`config.mk`:
```
export PLATFORM = sky130hd
export DESIGN_NAME = serial_frame_receiver
export DESIGN_NICKNAME = d
export VERILOG_FILES = /design/src/frs_pkg.sv /design/src/frs_csr.sv /design/src/frs_core.sv /design/src/serial_frame_receiver.sv
export SDC_FILE = /design/constraint.sdc
export NUM_CORES = 1
export LEC_CHECK = 0
export BUFFER_PORTS_ARGS = -buffer_cell sky130_fd_sc_hd__buf_2
export CORE_UTILIZATION = 40
export DETAILED_ROUTE_END_ITERATION = 16
export HOLD_SLACK_MARGIN = 0.1
export PLACE_DENSITY = 0.76
export SLEW_MARGIN = 30
export SYNTH_ARGS = -nofsm -noshare
export SYNTH_HDL_FRONTEND = slang
export SYNTH_SLANG_ARGS = --single-unit
```
`constraint.sdc`:
```
create_clock -name clock -period 5.3 [get_ports clock]
set_input_delay 0.795 -clock clock [delete_from_list [all_inputs] [get_ports clock]]
set_output_delay 0.795 -clock clock [all_outputs]
set_load 0.02 [all_outputs]
```
`src/frs_pkg.sv`:
```
// frs_pkg: shared types, codes and constants for the serial frame receiver.
// Used by frs_csr, frs_core and serial_frame_receiver; depends on nothing.
package frs_pkg;

   // frame geometry
   localparam int DATA_BITS_DEF = 8;
   localparam int BYTE_BITS     = 8;

   // register map
   localparam int CSR_ADDR_W = 3;
   localparam int CSR_DATA_W = 32;
   localparam logic REG_BIT_TICKS = 1'b0;
   localparam logic [15:0] BIT_TICKS_RESET = 16'd1000;

   // stream widths
   localparam int REQ_DATA_W = 8;
   localparam int RSP_DATA_W = 16;

   // receive phases
   localparam logic [1:0] PHASE_IDLE   = 2'd0;
   localparam logic [1:0] PHASE_DATA   = 2'd1;
   localparam logic [1:0] PHASE_PARITY = 2'd2;
   localparam logic [1:0] PHASE_STOP   = 2'd3;

   // frame status codes
   localparam logic [1:0] STATUS_GOOD       = 2'd0;
   localparam logic [1:0] STATUS_PARITY_ERR = 2'd1;
   localparam logic [1:0] STATUS_STOP_ERR   = 2'd2;

   typedef struct packed {
      logic       valid;
      logic [7:0] data_byte;
      logic [1:0] frame_status;
   } frs_result_type;

endpackage

```
`src/frs_csr.sv`:
```
// frs_csr: register port holding the bit period setting.
// Depends on frs_pkg for the register map and reset value.
module frs_csr
   import frs_pkg::*;
(
   input  logic                  clock,
   input  logic                  reset,
   input  logic                  csr_psel,
   input  logic                  csr_penable,
   input  logic                  csr_pwrite,
   input  logic [CSR_ADDR_W-1:0] csr_paddr,
   input  logic [CSR_DATA_W-1:0] csr_pwdata,
   output logic [CSR_DATA_W-1:0] csr_prdata,
   output logic                  csr_pready,
   output logic [15:0]           bit_ticks
);

   logic [15:0] bit_ticks_ff;
   logic [15:0] bit_ticks_in;
   logic        wr_en;

   assign csr_pready = 1'b1;
   assign wr_en = csr_psel && csr_penable && csr_pwrite && csr_pready
                  && (csr_paddr[2] == REG_BIT_TICKS);

   always_comb begin
      bit_ticks_in = bit_ticks_ff;
      if (wr_en) begin
         bit_ticks_in = csr_pwdata[15:0];
      end
   end

   always_ff @(posedge clock) begin
      if (reset) begin
         bit_ticks_ff <= BIT_TICKS_RESET;
      end else begin
         bit_ticks_ff <= bit_ticks_in;
      end
   end

   always_comb begin
      csr_prdata = '0;
      if (csr_paddr[2] == REG_BIT_TICKS) begin
         csr_prdata = {16'd0, bit_ticks_ff};
      end
   end

   assign bit_ticks = bit_ticks_ff;

endmodule

```
`src/frs_core.sv`:
```
// frs_core: frame state machine, bit timing counter and data assembly.
// Depends on frs_pkg; consumes one registered line sample per step.
module frs_core
   import frs_pkg::*;
#(
   parameter int DATA_BITS = DATA_BITS_DEF
)
(
   input  logic           clock,
   input  logic           reset,
   input  logic           step_valid,
   input  logic           step_level,
   input  logic [15:0]    bit_ticks,
   output frs_result_type result,
   output logic [1:0]     phase
);

   localparam int IDX_W = (DATA_BITS > 1) ? $clog2(DATA_BITS) : 1;

   logic             prev_ff,      prev_in;
   logic [1:0]       phase_ff,     phase_in;
   logic [15:0]      tick_ff,      tick_in;
   logic [IDX_W-1:0] idx_ff,       idx_in;
   logic [7:0]       shift_ff,     shift_in;
   logic             parity_ff,    parity_in;
   logic             centering_ff, centering_in;

   logic        rx_bit;
   logic [15:0] half_ticks;
   logic [15:0] tick_inc;

   assign rx_bit     = ~step_level;
   assign half_ticks = bit_ticks >> 1;
   assign tick_inc   = (tick_ff != 16'hFFFF) ? tick_ff + 16'd1 : tick_ff;

   always_comb begin
      prev_in      = prev_ff;
      phase_in     = phase_ff;
      tick_in      = tick_ff;
      idx_in       = idx_ff;
      shift_in     = shift_ff;
      parity_in    = parity_ff;
      centering_in = centering_ff;
      result       = '0;
      result.data_byte = shift_ff;

      if (step_valid) begin
         prev_in = step_level;
         if (phase_ff == PHASE_IDLE) begin
            // start edge: line goes from high to low
            if (prev_ff && !step_level) begin
               phase_in     = PHASE_DATA;
               tick_in      = '0;
               idx_in       = '0;
               shift_in     = '0;
               parity_in    = 1'b0;
               centering_in = (half_ticks != 16'd0);
            end
         end else begin
            tick_in = tick_inc;
            if (centering_ff) begin
               if (tick_inc >= half_ticks) begin
                  centering_in = 1'b0;
                  tick_in      = '0;
               end
            end else if (tick_inc >= bit_ticks) begin
               tick_in = '0;
               unique case (phase_ff)
                  PHASE_DATA: begin
                     if (32'(idx_ff) < BYTE_BITS) begin
                        shift_in = shift_ff | (8'(rx_bit) << idx_ff);
                     end
                     parity_in = parity_ff ^ rx_bit;
                     if (32'(idx_ff) + 32'd1 >= 32'(DATA_BITS)) begin
                        idx_in   = '0;
                        phase_in = PHASE_PARITY;
                     end else begin
                        idx_in = idx_ff + 1'b1;
                     end
                  end
                  PHASE_PARITY: begin
                     if (rx_bit != parity_ff) begin
                        result.valid        = 1'b1;
                        result.frame_status = STATUS_PARITY_ERR;
                        phase_in            = PHASE_IDLE;
                     end else begin
                        phase_in = PHASE_STOP;
                     end
                  end
                  PHASE_STOP: begin
                     result.valid        = 1'b1;
                     result.frame_status = step_level ? STATUS_STOP_ERR : STATUS_GOOD;
                     phase_in            = PHASE_IDLE;
                  end
                  default: begin
                     phase_in = PHASE_IDLE;
                  end
               endcase
            end
         end
      end
   end

   always_ff @(posedge clock) begin
      if (reset) begin
         prev_ff      <= 1'b1;
         phase_ff     <= PHASE_IDLE;
         tick_ff      <= '0;
         idx_ff       <= '0;
         shift_ff     <= '0;
         parity_ff    <= 1'b0;
         centering_ff <= 1'b0;
      end else begin
         prev_ff      <= prev_in;
         phase_ff     <= phase_in;
         tick_ff      <= tick_in;
         idx_ff       <= idx_in;
         shift_ff     <= shift_in;
         parity_ff    <= parity_in;
         centering_ff <= centering_in;
      end
   end

   assign phase = phase_ff;

endmodule

```
`src/serial_frame_receiver.sv`:
```
// Serial frame receiver: takes one sample of an active-low receive line per input beat
// and returns one result beat per frame (data byte plus status). Throughput is one
// sample per clock while the input side is not stalled; a sample goes through an input
// register, the frame logic and the result register before its result beat is presented.
// The input side stalls only while a result beat is held and the output is not ready.
// bit_ticks sets the number of samples per bit period and is written over the csr port.
module serial_frame_receiver
   import frs_pkg::*;
#(
   parameter int DATA_BITS = DATA_BITS_DEF
)
(
   input  logic                  clock,
   input  logic                  reset,
   input  logic                  req_tvalid,
   output logic                  req_tready,
   input  logic [REQ_DATA_W-1:0] req_tdata,   // [0] rx_level, [7:1] zero
   output logic                  rsp_tvalid,
   input  logic                  rsp_tready,
   output logic [RSP_DATA_W-1:0] rsp_tdata,   // [7:0] data_byte, [9:8] frame_status, [15:10] zero
   input  logic                  csr_psel,
   input  logic                  csr_penable,
   input  logic                  csr_pwrite,
   input  logic [CSR_ADDR_W-1:0] csr_paddr,
   input  logic [CSR_DATA_W-1:0] csr_pwdata,
   output logic [CSR_DATA_W-1:0] csr_prdata,
   output logic                  csr_pready
);

   logic        in_valid_ff, in_valid_in;
   logic        in_level_ff, in_level_in;
   logic        rsp_valid_ff, rsp_valid_in;
   logic [7:0]  rsp_byte_ff, rsp_byte_in;
   logic [1:0]  rsp_status_ff, rsp_status_in;

   logic           advance;
   logic           step;
   logic [15:0]    bit_ticks;
   logic [1:0]     phase;
   frs_result_type result;

   frs_csr u_csr (
      .clock       (clock),
      .reset       (reset),
      .csr_psel    (csr_psel),
      .csr_penable (csr_penable),
      .csr_pwrite  (csr_pwrite),
      .csr_paddr   (csr_paddr),
      .csr_pwdata  (csr_pwdata),
      .csr_prdata  (csr_prdata),
      .csr_pready  (csr_pready),
      .bit_ticks   (bit_ticks)
   );

   frs_core #(
      .DATA_BITS (DATA_BITS)
   ) u_core (
      .clock      (clock),
      .reset      (reset),
      .step_valid (step),
      .step_level (in_level_ff),
      .bit_ticks  (bit_ticks),
      .result     (result),
      .phase      (phase)
   );

   // the result slot is free, or is emptied this cycle
   assign advance    = !rsp_valid_ff || rsp_tready;
   assign step       = in_valid_ff && advance;
   assign req_tready = !in_valid_ff || advance;

   always_comb begin
      in_valid_in   = in_valid_ff;
      in_level_in   = in_level_ff;
      rsp_valid_in  = rsp_valid_ff;
      rsp_byte_in   = rsp_byte_ff;
      rsp_status_in = rsp_status_ff;
      if (req_tready) begin
         in_valid_in = req_tvalid;
         in_level_in = req_tdata[0];
      end
      if (advance) begin
         rsp_valid_in = result.valid;
         if (result.valid) begin
            rsp_byte_in   = result.data_byte;
            rsp_status_in = result.frame_status;
         end
      end
   end

   always_ff @(posedge clock) begin
      if (reset) begin
         in_valid_ff  <= 1'b0;
         rsp_valid_ff <= 1'b0;
      end else begin
         in_valid_ff  <= in_valid_in;
         rsp_valid_ff <= rsp_valid_in;
      end
   end

   always_ff @(posedge clock) begin
      in_level_ff   <= in_level_in;
      rsp_byte_ff   <= rsp_byte_in;
      rsp_status_ff <= rsp_status_in;
   end

   assign rsp_tvalid = rsp_valid_ff;
   assign rsp_tdata  = {6'd0, rsp_status_ff, rsp_byte_ff};

   // no result can come out of the idle phase
   assert property (@(posedge clock) disable iff (reset)
      (phase == PHASE_IDLE) |-> !result.valid)
      else $error("result raised while receiver idle");

   // every result closes the frame
   assert property (@(posedge clock) disable iff (reset)
      result.valid |=> (phase == PHASE_IDLE))
      else $error("receiver did not return to idle after a result");

   // a result is only produced when the output slot can take it
   assert property (@(posedge clock) disable iff (reset)
      result.valid |-> advance)
      else $error("result produced while output stalled");

   // a valid result never carries an unused status code
   assert property (@(posedge clock) disable iff (reset)
      rsp_valid_ff |-> (rsp_status_ff == STATUS_GOOD || rsp_status_ff == STATUS_PARITY_ERR
                        || rsp_status_ff == STATUS_STOP_ERR))
      else $error("invalid frame status on result beat");

endmodule

```
Word level (Yosys, flattened, before mapping)
Cells that the tools add are included.
Operators by class
  equal/unequal tests: 8
  add/sub/neg operators: 3
  $lt $le $gt $ge: 3
  reduce and logical (&&, ||, !) cells: 19
  $mul: 0
  multiplexer cells: 43
  div/mod/pow operators: 0
  shift operators: 1
  bitwise gates (word level): 6
Operators by type and width (number)
  two-way mux 16 bit: 7
  two-way mux 8 bit: 5
  >= comparator 32 x 4 -> 1 bit, second input constant: 1
  two-way mux 3 bit: 6
  adder 16 x 1 -> 16 bit, second input constant: 1
  >= comparator 16 x 15 -> 1 bit: 1
  >= comparator 16 bit: 1
  != test 16 bit, second input constant: 1
  nonzero test 16 bit: 1
  two-way mux 1 bit: 15
  two-way mux 2 bit: 7
  AND reduction 5 bit: 2
  OR 8 bit: 1
  case mux 2 bit (2 select lines): 2
  << shifter 1 x 3 -> 8 bit: 1
  logical AND 1 bit: 5
  adder 3 x 1 -> 4 bit, second input constant: 1
  == test 2 bit, second input constant: 2
  != test 2 bit, second input constant: 2
  inverter 1 bit: 4
  AND reduction 2 bit: 2
  nonzero test 2 bit: 2
  OR reduction 4 bit: 1
  adder 3 x 1 -> 3 bit, second input constant: 1
  other kinds (8): 11
Word-level totals
  output and inout bits: 51
  memories: 0
  bits in read-only memories: 0
  input port bits: 50
  flip-flop bits (word level): 61
  RAM bits: 0
  latch bits: 0
  logic and storage cells: 96

Depth between registers and ports, before layout
Gate-level depths: netlist of run 1.
  word-level depth: 9
  mapped depth: 17
  mapped depth without buffers: 15

Hierarchy
Synthesis of run 1 repeated with hierarchy kept, for this count alone.
Second synthesis, totals
  cells, all modules: 435
  area total of the unflattened synthesis: 3913.8 um^2
Modules (own cells, without submodules)
  frs_core: instances 1, cells an instance 301, sequential area each 640.6 um^2, area each 2477.4 um^2
  frs_csr: instances 1, cells an instance 106, sequential area each 320.3 um^2, area each 957.2 um^2
  serial_frame_receiver: instances 1, cells an instance 28, sequential area each 370.4 um^2, area each 479.2 um^2

Worst setup path before layout of run 1
Ideal clock, no wire load.
  path kind: register -> register
  start point: register u_core.tick_ff[6]
  end point: register rsp_byte_ff[0], enable pin
  slack: 1.577 ns
  stages on the path, launching flop included: 16
  data required time: 4.922 ns
  period minus slack after synthesis: 3.723 ns
  buffers on the path: 2
  library setup time: 0.378 ns
  data arrival time: 3.345 ns
  cells stage by stage: dfxtp_1 -> buf_2 -> nand4_2 -> nor3_1 -> nand2_1 -> and4_1 -> xnor2_1 -> inv_1 -> ha_1 -> o21a_1 -> o211ai_1 -> a211oi_1 -> a211o_1 -> clkbuf_1 -> nand2_1 -> nor2_1
On the way
  word-level cells in the longest chain between the ends: 8
  elaborated cells between the ends (all ways): 9
  those cells by class: add/sub: 1; order compare: 1; eq/ne: 1; mux: 5; reduce/logical: 1
RTL lines
  start: declaration: RTL line frs_core.sv:22  | logic [15:0] tick_ff, tick_in;
  start signal: assignment: RTL line frs_core.sv:116  | tick_ff <= tick_in;
  adder 16 x 1 -> 16 bit / != test 16 bit (equally long branches): RTL line frs_core.sv:34  | assign tick_inc = (tick_ff != 16'hFFFF) ? tick_ff + 16'd1 : tick_ff;
  two-way mux 16 bit *: RTL line frs_core.sv:34
  >= comparator 16 bit *: RTL line frs_core.sv:66  | end else if (tick_inc >= bit_ticks) begin
  two-way mux 1 bit *: RTL line frs_core.sv:66
  two-way mux 1 bit *: RTL line frs_core.sv:61  | if (centering_ff) begin
  two-way mux 1 bit *: RTL line frs_core.sv:49  | if (phase_ff == PHASE_IDLE) begin
  two-way mux 1 bit *: RTL line frs_core.sv:47  | if (step_valid) begin
  AND reduction 2 bit (no line) *
  end signal: assignment: RTL line serial_frame_receiver.sv:103  | rsp_byte_ff <= rsp_byte_in;
  end: declaration: RTL line serial_frame_receiver.sv:33  | logic [7:0] rsp_byte_ff, rsp_byte_in;
Mark *: on every way between the ends. The rest lies on a longest branch, timed or not.
A chain may end at the register's enable or synchronous reset.

Worst setup path after layout of run 1
Ends and elaborated chain as after synthesis.

==> flow_summary.yaml, run 1 <==
status:
  status: "finished clean"
timing:
  fmax_mhz: 230
  relSlewSlack: 0.408
  hold_violations: 0
  rsz0062_at_grt: "no"
  finalCritPeriodShare: 0.822
  worst_slack_ps: 944
  finalSetupTns_ps: 0
  worstMarginPinSlew_ps: 885
  maxSlewViolCount: 0
  final.setup_skew_ps: 12.9
  setup_viol: 0
  fin_crit_ps: 4360
clocking:
  cts_hold_buf: 0
  post-cts-setup-buffers: 0
  post_cts_resized: 0
  numCtsBuffers: 9
  cts_tree: "built"
  clock_tree.root_cell: "clkbuf_8"
  clock_path_buffers: 2
  htree_levels: 3
  clkTransAtPathRegs_ps: 70
  clock_sinks: 61
  worstSkewPairLatency_ps: 360
placed_design:
  place.detailed.hpwl_um: 6140
  io_buffer_count: 52
  gp_congestion: 0.870
  pre_cts_ws_ps: 1010
global_routing:
  grt_pass1_vias: 2898
  grt_remaining_overflow: 0
  antenna_found_initial: 0
  grt.total_usage: 0.172
  grt_max_degree: 36
  grt_pass1_wl_um: 13200
worst_hold_path:
  hold_depth: 0
  hp-start: "u_core.shift_ff[1]$_SDFFE_PP0P_"
  hold_path.class: "flop to flop"
  hold_path_end: "rsp_byte_ff[1]$_DFFE_PP_"
synthesis:
  syn-mean-instance-area_um2: 8.34
  synthFlopType: "dfxtp_1"
  netlist_instances: 446
  synth_edf_count: 11
  ys_warn_count: 0
  synth_area_um2: 3720
  async_reset_ff_frac: 0
  ys_seq_area_frac: 0.358
  ys_types: 54
  ys_seq_elements: 61
layout:
  seqCellArea_um2: 1330
  num-fill-cells: 889
  utilization: 0.471
  syn_to_final_growth_pct: 12.0
  drive_gt1_frac: 0.153
  multi_input_area_um2: 2120
  mostFrequentLayoutCells: "nand2_1, buf_2, dfxtp_1, nor2_1, ha_1"
  nets: 579
  diodes: 0
  mostFrequentLayoutCell: "nand2_1"
setup_path:
  worstSetupStartpointType: "flop"
  r2r_start: "u_core.tick_ff[6]$_SDFFE_PP0P_"
  crit_arrival_ps: 4330
  cp-end-kind: "flop"
  reg2reg_slack_ps: 940
  crit_start: "u_core.tick_ff[6]$_SDFFE_PP0P_"
  critPathKind: "flop to flop"
  worstPathRequired_ps: 5280
  path_max_fanout: 11
  r2r-end: "rsp_byte_ff[0]$_DFFE_PP_"
  r2r_cells: 13
floorplanning:
  coreArea_um2: 8850
  dieHeight_um: 98.4
  fp.dieW_um: 98.4
  initial_core_util: 0.420
  dieArea_um2: 9690
  row_count: 34
  boundaryPins: 101
route:
  wl_per_cell_um: 13.4
  routed_wl_um: 8100
  vias_per_cell: 5.29
  dr_total_vias: 3201
  drc_errors: 0
  first_pass_iters: 6
  drt_iter0_drc: 121
  ant_nets: 0
job:
  max_cap_viol_count: 0
power_and_ir_drop:
  vdd_drop_max_v: 0.000115
  pwr_density_cell_nw_per_um2: 237
  leakagePower_nw: 1.82
[synthesized netlist by cell type (all sizes together) (3+ instances only)]
cell,instances,area share
a21oi,35,0.048
o211ai,4,0.0081
a31oi,9,0.015
nand4b,3,0.0071
nor2b,7,0.012
nor4,6,0.016
a211o,8,0.019
and2,3,0.0050
nor3,3,0.0071
clkbuf,12,0.012
nand2,53,0.053
inv,32,0.032
a211oi,9,0.018
nand3,11,0.015
o21bai,3,0.0071
nor2,48,0.048
and3,3,0.0050
a21o,3,0.0061
nand4,6,0.012
xnor2,10,0.024
buf,26,0.050
dfxtp,50,0.27
nand2b,4,0.0067
o21ai,24,0.032
ha,37,0.12
edfxtp,11,0.089
[registers in the layout, summed over array words and instances, names as in the netlist, 2 cells and up]
signal	flops
u_core.phase	2
u_csr.bit_ticks	16
u_core.shift_ff	8
u_core.idx_ff	3
rsp_byte_ff	8
u_core.tick_ff	16
rsp_status_ff	2
[kinds of logic after synthesis]
group | count (synthesis) | share of synthesized area
AO/OA/AOI/OAI | 106 | 0.180
XOR/XNOR | 12 | 0.0283
adder cells (fa/ha/maj) | 37 | 0.124
buffers and inverters | 70 | 0.0942
flip-flops | 61 | 0.358
multiplexers | 2 | 0.00538
other | 2 | 0.00202
AND/OR/NAND/NOR | 156 | 0.208
[worst max-delay path, stage by stage (launching register included)]
cell	delay, ps
dfxtp_1	500
nand4_2	230
nor3_1	410
nand2_1	300
and4_1	300
xnor2_1	220
inv_1	100
ha_1	290
o21a_1	120
o211ai_1	80
a211oi_1	240
a211o_1	370
nand2_1	170
nor2_1	650
[per-stage QoR]
step / power, mW / cell area, µm² / hold slack (ps) / cells
after detailed placement: 0.574 / 3960 / 424 / 589
after global routing: 1.03 / 4170 / 450 / 605
after global placement: 0.571 / 3960 / 420 / 589
after floorplan: 0.563 / 3800 / 409 / 467
after CTS: 0.992 / 4170 / 441 / 605
final: 0.986 / 4170 / 440 / 605
[final cells by class]
cell class	count	share of cell area
repair buffers	52	0.0625
well taps	108	0.0324
clock inverters	5	0.0144
inverters	32	0.0288
flip-flops and latches	61	0.320
multi-input cells	336	0.508
clock buffers	11	0.0339
[metal layers]
layer / vias up / track usage / wire [µm]
met5: - / 0 / 0
met4: 0 / 0.0563 / 111
met3: 10 / 0.0504 / 379
met2: 87 / 0.297 / 3900
met1: 1494 / 0.204 / 3710
li1: 1610 / - / -
[power breakdown]
| part | total, mW | switching (mW) | internal [mW] |
|---|---|---|---|
| logic | 0.0828 | 0.0585 | 0.0242 |
| clock network | 0.422 | 0.191 | 0.231 |
| registers | 0.481 | 0.00539 | 0.476 |
[worst max path at each step]
stage,slack [ps],cells past startpoint,to
6_report,940,13,rsp_byte_ff[0]$_DFFE_PP_
5_1_grt,530,13,rsp_status_ff[1]$_SDFFCE_PP0P_
4_1_cts,970,13,rsp_byte_ff[5]$_DFFE_PP_
3_5_place_dp,1010,13,rsp_byte_ff[0]$_DFFE_PP_
3_3_place_gp,1100,13,rsp_byte_ff[0]$_DFFE_PP_
2_1_floorplan,1580,15,rsp_byte_ff[0]$_DFFE_PP_
Note: power is estimated with default switching activity, not from simulation.
==> run 2, diff against run 1 <==
- ABC_AREA: not set -> 1
- PLACE_DENSITY: 0.76 -> 0.75
- clock period: 5.3 -> 4.5 ns (I/O delays scaled with it)
==> run 2 against run 1 <==
Net effect: hold slack got worse by 6.3 ps; non-clock buffer count did not move; die area rose by 7.1%; clock-buffer cell count fell by 2; critical path type unchanged; critical endpoint is now rsp_byte_ff[3]$_DFFE_PP_.
==> flow_summary.yaml, run 2 <==
status:
  status: "finished clean"
setup_path:
  r2r-end: "rsp_byte_ff[3]$_DFFE_PP_"
  worstPathRequired_ps: 4510
  worst-path-buf-inv: 2
  reg2reg_slack_ps: 690
  critPathKind: "flop to flop"
  r2r_cells: 19
  crit_arrival_ps: 3820
  critPathTopFamily: "simple AND/OR/NAND/NOR gates"
  worstSetupStartpointType: "flop"
  cp-end-kind: "flop"
  path_cells: "ha_1 -> nand2_1 -> nor3_2 -> nand2_1 -> nor2_1 -> nand2_1 -> nand2_1 -> nor2_1 -> xor2_1 -> inv_1 -> ha_1 -> nand4_1 -> nor3_1 -> nand2_1 -> nand3_1 -> nand3_1 -> nor2_1 -> a21oi_1 -> inv_1"
  cpMostUsedCell: "nand2_1"
  critPathSlowestCell: "dfxtp_1"
  path_depth: 19
  path_max_fanout: 10
  cpPeakStageDelay_ps: 450
  r2r_start: "u_core.tick_ff[0]$_SDFFE_PP0P_"
timing:
  setup_viol: 0
  final.setup_skew_ps: 10.2
  finalCritPeriodShare: 0.846
  finalSetupTns_ps: 0
  relSlewSlack: 0.515
  fin_crit_ps: 3810
  maxSlewViolCount: 0
  timing.hold.ws_ps: 434
  worst_slack_ps: 692
  rsz0062_at_grt: "no"
  fmax_mhz: 263
  worstMarginPinSlew_ps: 726
  hold_violations: 0
layout:
  final_cells: 733
  utilization: 0.459
  nets: 682
  syn_to_final_growth_pct: 12.0
  diodes: 0
  drive_gt1_frac: 0.167
  fin_area_um2: 4470
  mostFrequentLayoutCell: "nand2_1"
  mostFrequentLayoutCells: "nand2_1, inv_1, nor2_1, a21oi_1, buf_2"
global_routing:
  grt_max_degree: 24
  grt.total_usage: 0.190
  antenna_found_initial: 0
  top_usage_layer: "met2"
  grt_remaining_overflow: 0
  gr-usage-met3: 0.0404
  grt_pass1_vias: 3427
  grtUsageMet2: 0.328
  met1_usage: 0.230
  grt_pass1_wl_um: 15300
power_and_ir_drop:
  power_frac_clock: 0.435
  switching_share: 0.277
  seq_power_share: 0.452
  power_mw: 1.27
  leakagePower_nw: 2.01
  p_comb_frac: 0.112
  pwr_density_cell_nw_per_um2: 284
  p_int_mw: 0.917
  vdd_drop_max_v: 0.000135
  power_switching_mw: 0.351
clocking:
  clock_path_buffers: 2
  clock_tree.root_cell: "clkbuf_8"
  clock_sinks: 61
  numCtsBuffers: 9
  clkTransAtPathRegs_ps: 70
  post_cts_resized: 0
  worstSkewPairLatency_ps: 360
  htree_levels: 3
  cts_tree: "built"
  post-cts-setup-buffers: 0
  cts_hold_buf: 0
floorplanning:
  boundaryPins: 101
  row_count: 36
  coreArea_um2: 9730
  initial_core_util: 0.410
  dieHeight_um: 102
  dieArea_um2: 10400
  fp.dieW_um: 102
route:
  drt_iter0_drc: 236
  routed_wl_um: 9170
  first_pass_iters: 5
  dr_total_vias: 3668
  vias_per_cell: 5.00
  wl_per_cell_um: 12.5
  ant_nets: 0
  drc_errors: 0
synthesis:
  synthTopCellsByArea: "dfxtp_1, ha_1, nand2_1"
  async_reset_ff_frac: 0
  synth_edf_count: 11
  ys_seq_area_frac: 0.334
  netlist_instances: 549
  yosysMostFrequentCell: "nand2_1"
  ys_seq_elements: 61
  ys_warn_count: 0
  yosys.area.top_type: "dfxtp_1"
  synth_area_um2: 3990
  syn-mean-instance-area_um2: 7.27
  synthFlopType: "dfxtp_1"
  synth_common_cells: "nand2_1, inv_1, nor2_1"
  ys_types: 37
  synth_top_area_share: 0.251
placed_design:
  placedCellCount: 717
  place.detailed.hpwl_um: 6830
  pre_cts_ws_ps: 759
  io_buffer_count: 52
  placed_area_um2: 4250
  gp_congestion: 0.914
worst_hold_path:
  hp-start: "u_core.shift_ff[7]$_SDFFE_PP0P_"
  hold_path_end: "rsp_byte_ff[7]$_DFFE_PP_"
  hold_depth: 0
  hold_path.class: "flop to flop"
job:
  max_cap_viol_count: 0
## run 2: cell types whose count changed after synthesis, moves of 8 or more
cell / before / now
inv_1: 32 / 77
nand2_1: 53 / 93
a21oi_1: 34 / 57
nand3_1: 11 / 26
nor2_1: 48 / 63
nand2_2: 0 / 13
a21oi_2: 1 / 12
a31oi_1: 9 / 0
o21ai_1: 11 / 2
a211o_1: 8 / 0
a211oi_1: 9 / 1
## run 2: area by class of cell
type,instances,area (µm²)
fill,957,5260
clock inverter,7,97.6
timing repair buffer,52,260
sequential,61,1330
multi-input combinational,392,2190
clock buffer,9,124
inverter,79,297
tap,133,166
## run 2: layer usage
metal | wire [µm] | share of wire
met5 | 0 | 0
met4 | 183 | 0.020
met3 | 435 | 0.047
met2 | 4450 | 0.49
met1 | 4100 | 0.45
## run 2: power groups by stage
stage	combinational (mW)	sequential (mW)	clock, mW
final	0.143	0.574	0.552
after global routing	0.159	0.575	0.584
after CTS	0.142	0.574	0.560
after detailed placement	0.141	0.586	0
after global placement	0.136	0.585	0
after floorplan	0.123	0.584	0
## run 2: kinds of logic after synthesis
kind of cell / count (synthesis) / synth area share
AO/OA/AOI/OAI: 105 / 0.153
XOR/XNOR: 10 / 0.0220
adder cells (fa/ha/maj): 37 / 0.116
buffers and inverters: 117 / 0.136
flip-flops: 61 / 0.334
other: 2 / 0.00188
AND/OR/NAND/NOR: 217 / 0.237
## run 2: worst max path at each step
| stage | start | end | slack (ps) |
|---|---|---|---|
| 2_1_floorplan | u_core.tick_ff[0]$_SDFFE_PP0P_ | rsp_byte_ff[0]$_DFFE_PP_ | 1400 |
| 6_report | u_core.tick_ff[0]$_SDFFE_PP0P_ | rsp_byte_ff[3]$_DFFE_PP_ | 690 |
| 3_5_place_dp | u_core.tick_ff[0]$_SDFFE_PP0P_ | rsp_byte_ff[3]$_DFFE_PP_ | 760 |
| 5_1_grt | u_core.tick_ff[0]$_SDFFE_PP0P_ | rsp_byte_ff[3]$_DFFE_PP_ | 200 |
| 4_1_cts | u_core.tick_ff[0]$_SDFFE_PP0P_ | rsp_byte_ff[3]$_DFFE_PP_ | 710 |
| 3_3_place_gp | u_core.tick_ff[0]$_SDFFE_PP0P_ | rsp_byte_ff[0]$_DFFE_PP_ | 830 |
==> run 3, diff against run 2 <==
- PLACE_DENSITY: 0.75 -> 0.77
- clock period: 4.5 -> 3.48 ns (I/O delays scaled with it)
==> run 3 against run 2 <==
Net effect: routed wire length did not move; cell area rose by 4.4%; flip-flop and latch count did not move; clock skew rose by 3.3 ps; core utilization rose by 2.0 points; fmax rose by 15%; worst setup slack got worse by 530 ps; combinational power rose by 33%; via count rose by 1.1%; first-iteration DRC count fell by 11%; clock-buffer cell count rose by 2; largest cell class unchanged.
==> flow_summary.yaml, run 3 (synthesized netlist as in run 2, its figures left out) <==
layout:
  mostFrequentLayoutCells: "nand2_1, inv_1, nor2_1, a21oi_1, buf_2"
  fin_area_um2: 4670
  diodes: 0
  mostFrequentLayoutCell: "nand2_1"
  drive_gt1_frac: 0.211
  syn_to_final_growth_pct: 17.0
  nets: 697
  utilization: 0.480
clocking:
  clkTransAtPathRegs_ps: 60
  numCtsBuffers: 9
  cts_hold_buf: 0
  clock_tree.root_cell: "clkbuf_8"
  worstSkewPairLatency_ps: 360
  clock_sinks: 61
  cts_tree: "built"
  clock_path_buffers: 2
  htree_levels: 3
setup_path:
  cp-end-kind: "flop"
  worstPathRequired_ps: 3600
  critPathKind: "flop to flop"
  path_max_fanout: 10
  crit_arrival_ps: 3440
  r2r_cells: 20
  worstSetupStartpointType: "flop"
placed_design:
  gp_congestion: 0.899
  io_buffer_count: 52
  pre_cts_ws_ps: 94.1
  place.detailed.hpwl_um: 6740
  placed_area_um2: 4330
timing:
  worst_slack_ps: 159
  finalSetupTns_ps: 0
  relSlewSlack: 0.579
  fmax_mhz: 301
  final.setup_skew_ps: 13.5
  worstMarginPinSlew_ps: 631
  fin_crit_ps: 3320
  setup_viol: 0
  hold_violations: 0
  maxSlewViolCount: 0
  finalCritPeriodShare: 0.954
floorplanning:
  initial_core_util: 0.410
  dieArea_um2: 10400
  row_count: 36
  dieHeight_um: 102
  fp.dieW_um: 102
  coreArea_um2: 9730
  boundaryPins: 101
route:
  dr_total_vias: 3709
  wl_met1_um: 4040
  ant_nets: 0
  routed_wl_um: 9170
  wl_met2_um: 4450
  vias_per_cell: 4.96
  wl_per_cell_um: 12.3
  maxUsedRoutingLayer: "met4"
  drt_iter0_drc: 211
  first_pass_iters: 6
  drc_errors: 0
  wl_met3_um: 464
power_and_ir_drop:
  pwr_density_cell_nw_per_um2: 345
  vdd_drop_max_v: 0.000187
  power_mw: 1.61
  leakagePower_nw: 2.10
job:
  max_cap_viol_count: 0
global_routing:
  grt_pass1_wl_um: 14900
  antenna_found_initial: 0
  grt_pass1_vias: 3355
  grt_remaining_overflow: 0
  grt_max_degree: 24
  grt.total_usage: 0.183
worst_hold_path:
  hold_path.class: "input port to flop"
  hold_depth: 1
status:
  status: "finished clean"
-- run 3: cell types whose count changed in the layout (fill, tap and decap cells not counted), sizes merged --
cell / change
clkbuf: +2
clkinvlp: -1
inv: -1
buf: +15
-- run 3: power by group --
part	internal, mW	switching (mW)	total, mW
combinational	0.0543	0.136	0.190
clock	0.399	0.279	0.678
sequential	0.732	0.0103	0.742
total	1.18	0.426	1.61
-- run 3: final timing paths --
kind	from	to	slack (ps)
setup reg to reg	u_core.tick_ff[1]$_SDFFE_PP0P_	rsp_byte_ff[1]$_DFFE_PP_	160
hold / removal	req_tdata[0]	in_level_ff$_DFFE_PP_	340
hold reg to reg	u_core.shift_ff[4]$_SDFFE_PP0P_	rsp_byte_ff[4]$_DFFE_PP_	430
setup / recovery	u_core.tick_ff[1]$_SDFFE_PP0P_	rsp_byte_ff[1]$_DFFE_PP_	160
-- run 3: timing repair --
item | 4_1_cts | 5_1_grt
setup buffers | 0 | 6
resized for setup | 0 | 21
endpoints found under the setup margin | 0 | 40
endpoints found under the hold margin | 0 | 0
-- run 3: area by class of cell --
| type | instances | area (µm²) |
|---|---|---|
| Fill cell | 932 | 5060 |
| Multi-Input combinational cell | 392 | 2280 |
| Sequential cell | 61 | 1330 |
| Timing Repair Buffer | 67 | 385 |
| Inverter | 79 | 297 |
| Tap cell | 133 | 166 |
| Clock buffer | 11 | 131 |
| Clock inverter | 5 | 75.1 |
-- run 3: metal layers --
layer / track usage / vias up
met4: 0.0846 / 0
li1: - / 1865
met2: 0.314 / 107
met1: 0.221 / 1717
met3: 0.0363 / 20
met5: 0 / -
-- run 3: metrics by stage --
| stage | std cells | hold WS [ps] |
|---|---|---|
| 6_report | 748 | 344 |
| 5_1_grt | 748 | 344 |
| 4_1_cts | 742 | 333 |
| 3_3_place_gp | 726 | 412 |
| 2_1_floorplan | 570 | 408 |
| 3_5_place_dp | 726 | 415 |
-- run 3: worst max-delay path, cell delays in order (launching register included) --
cell and delay (ps):
dfxtp_2 350, ha_2 180, nand2_1 80, nor3_2 220, nand2_1 90, nor2_2 140, nand2_2 120, nand3_2 110
xor2_2 170, inv_1 100, ha_1 320, a21oi_1 190, o21a_1 170, nand2_1 70, nand2_1 90, nand3_2 120
nand3_4 120, inv_1 60, a21oi_2 150, inv_1 80, buf_12 140
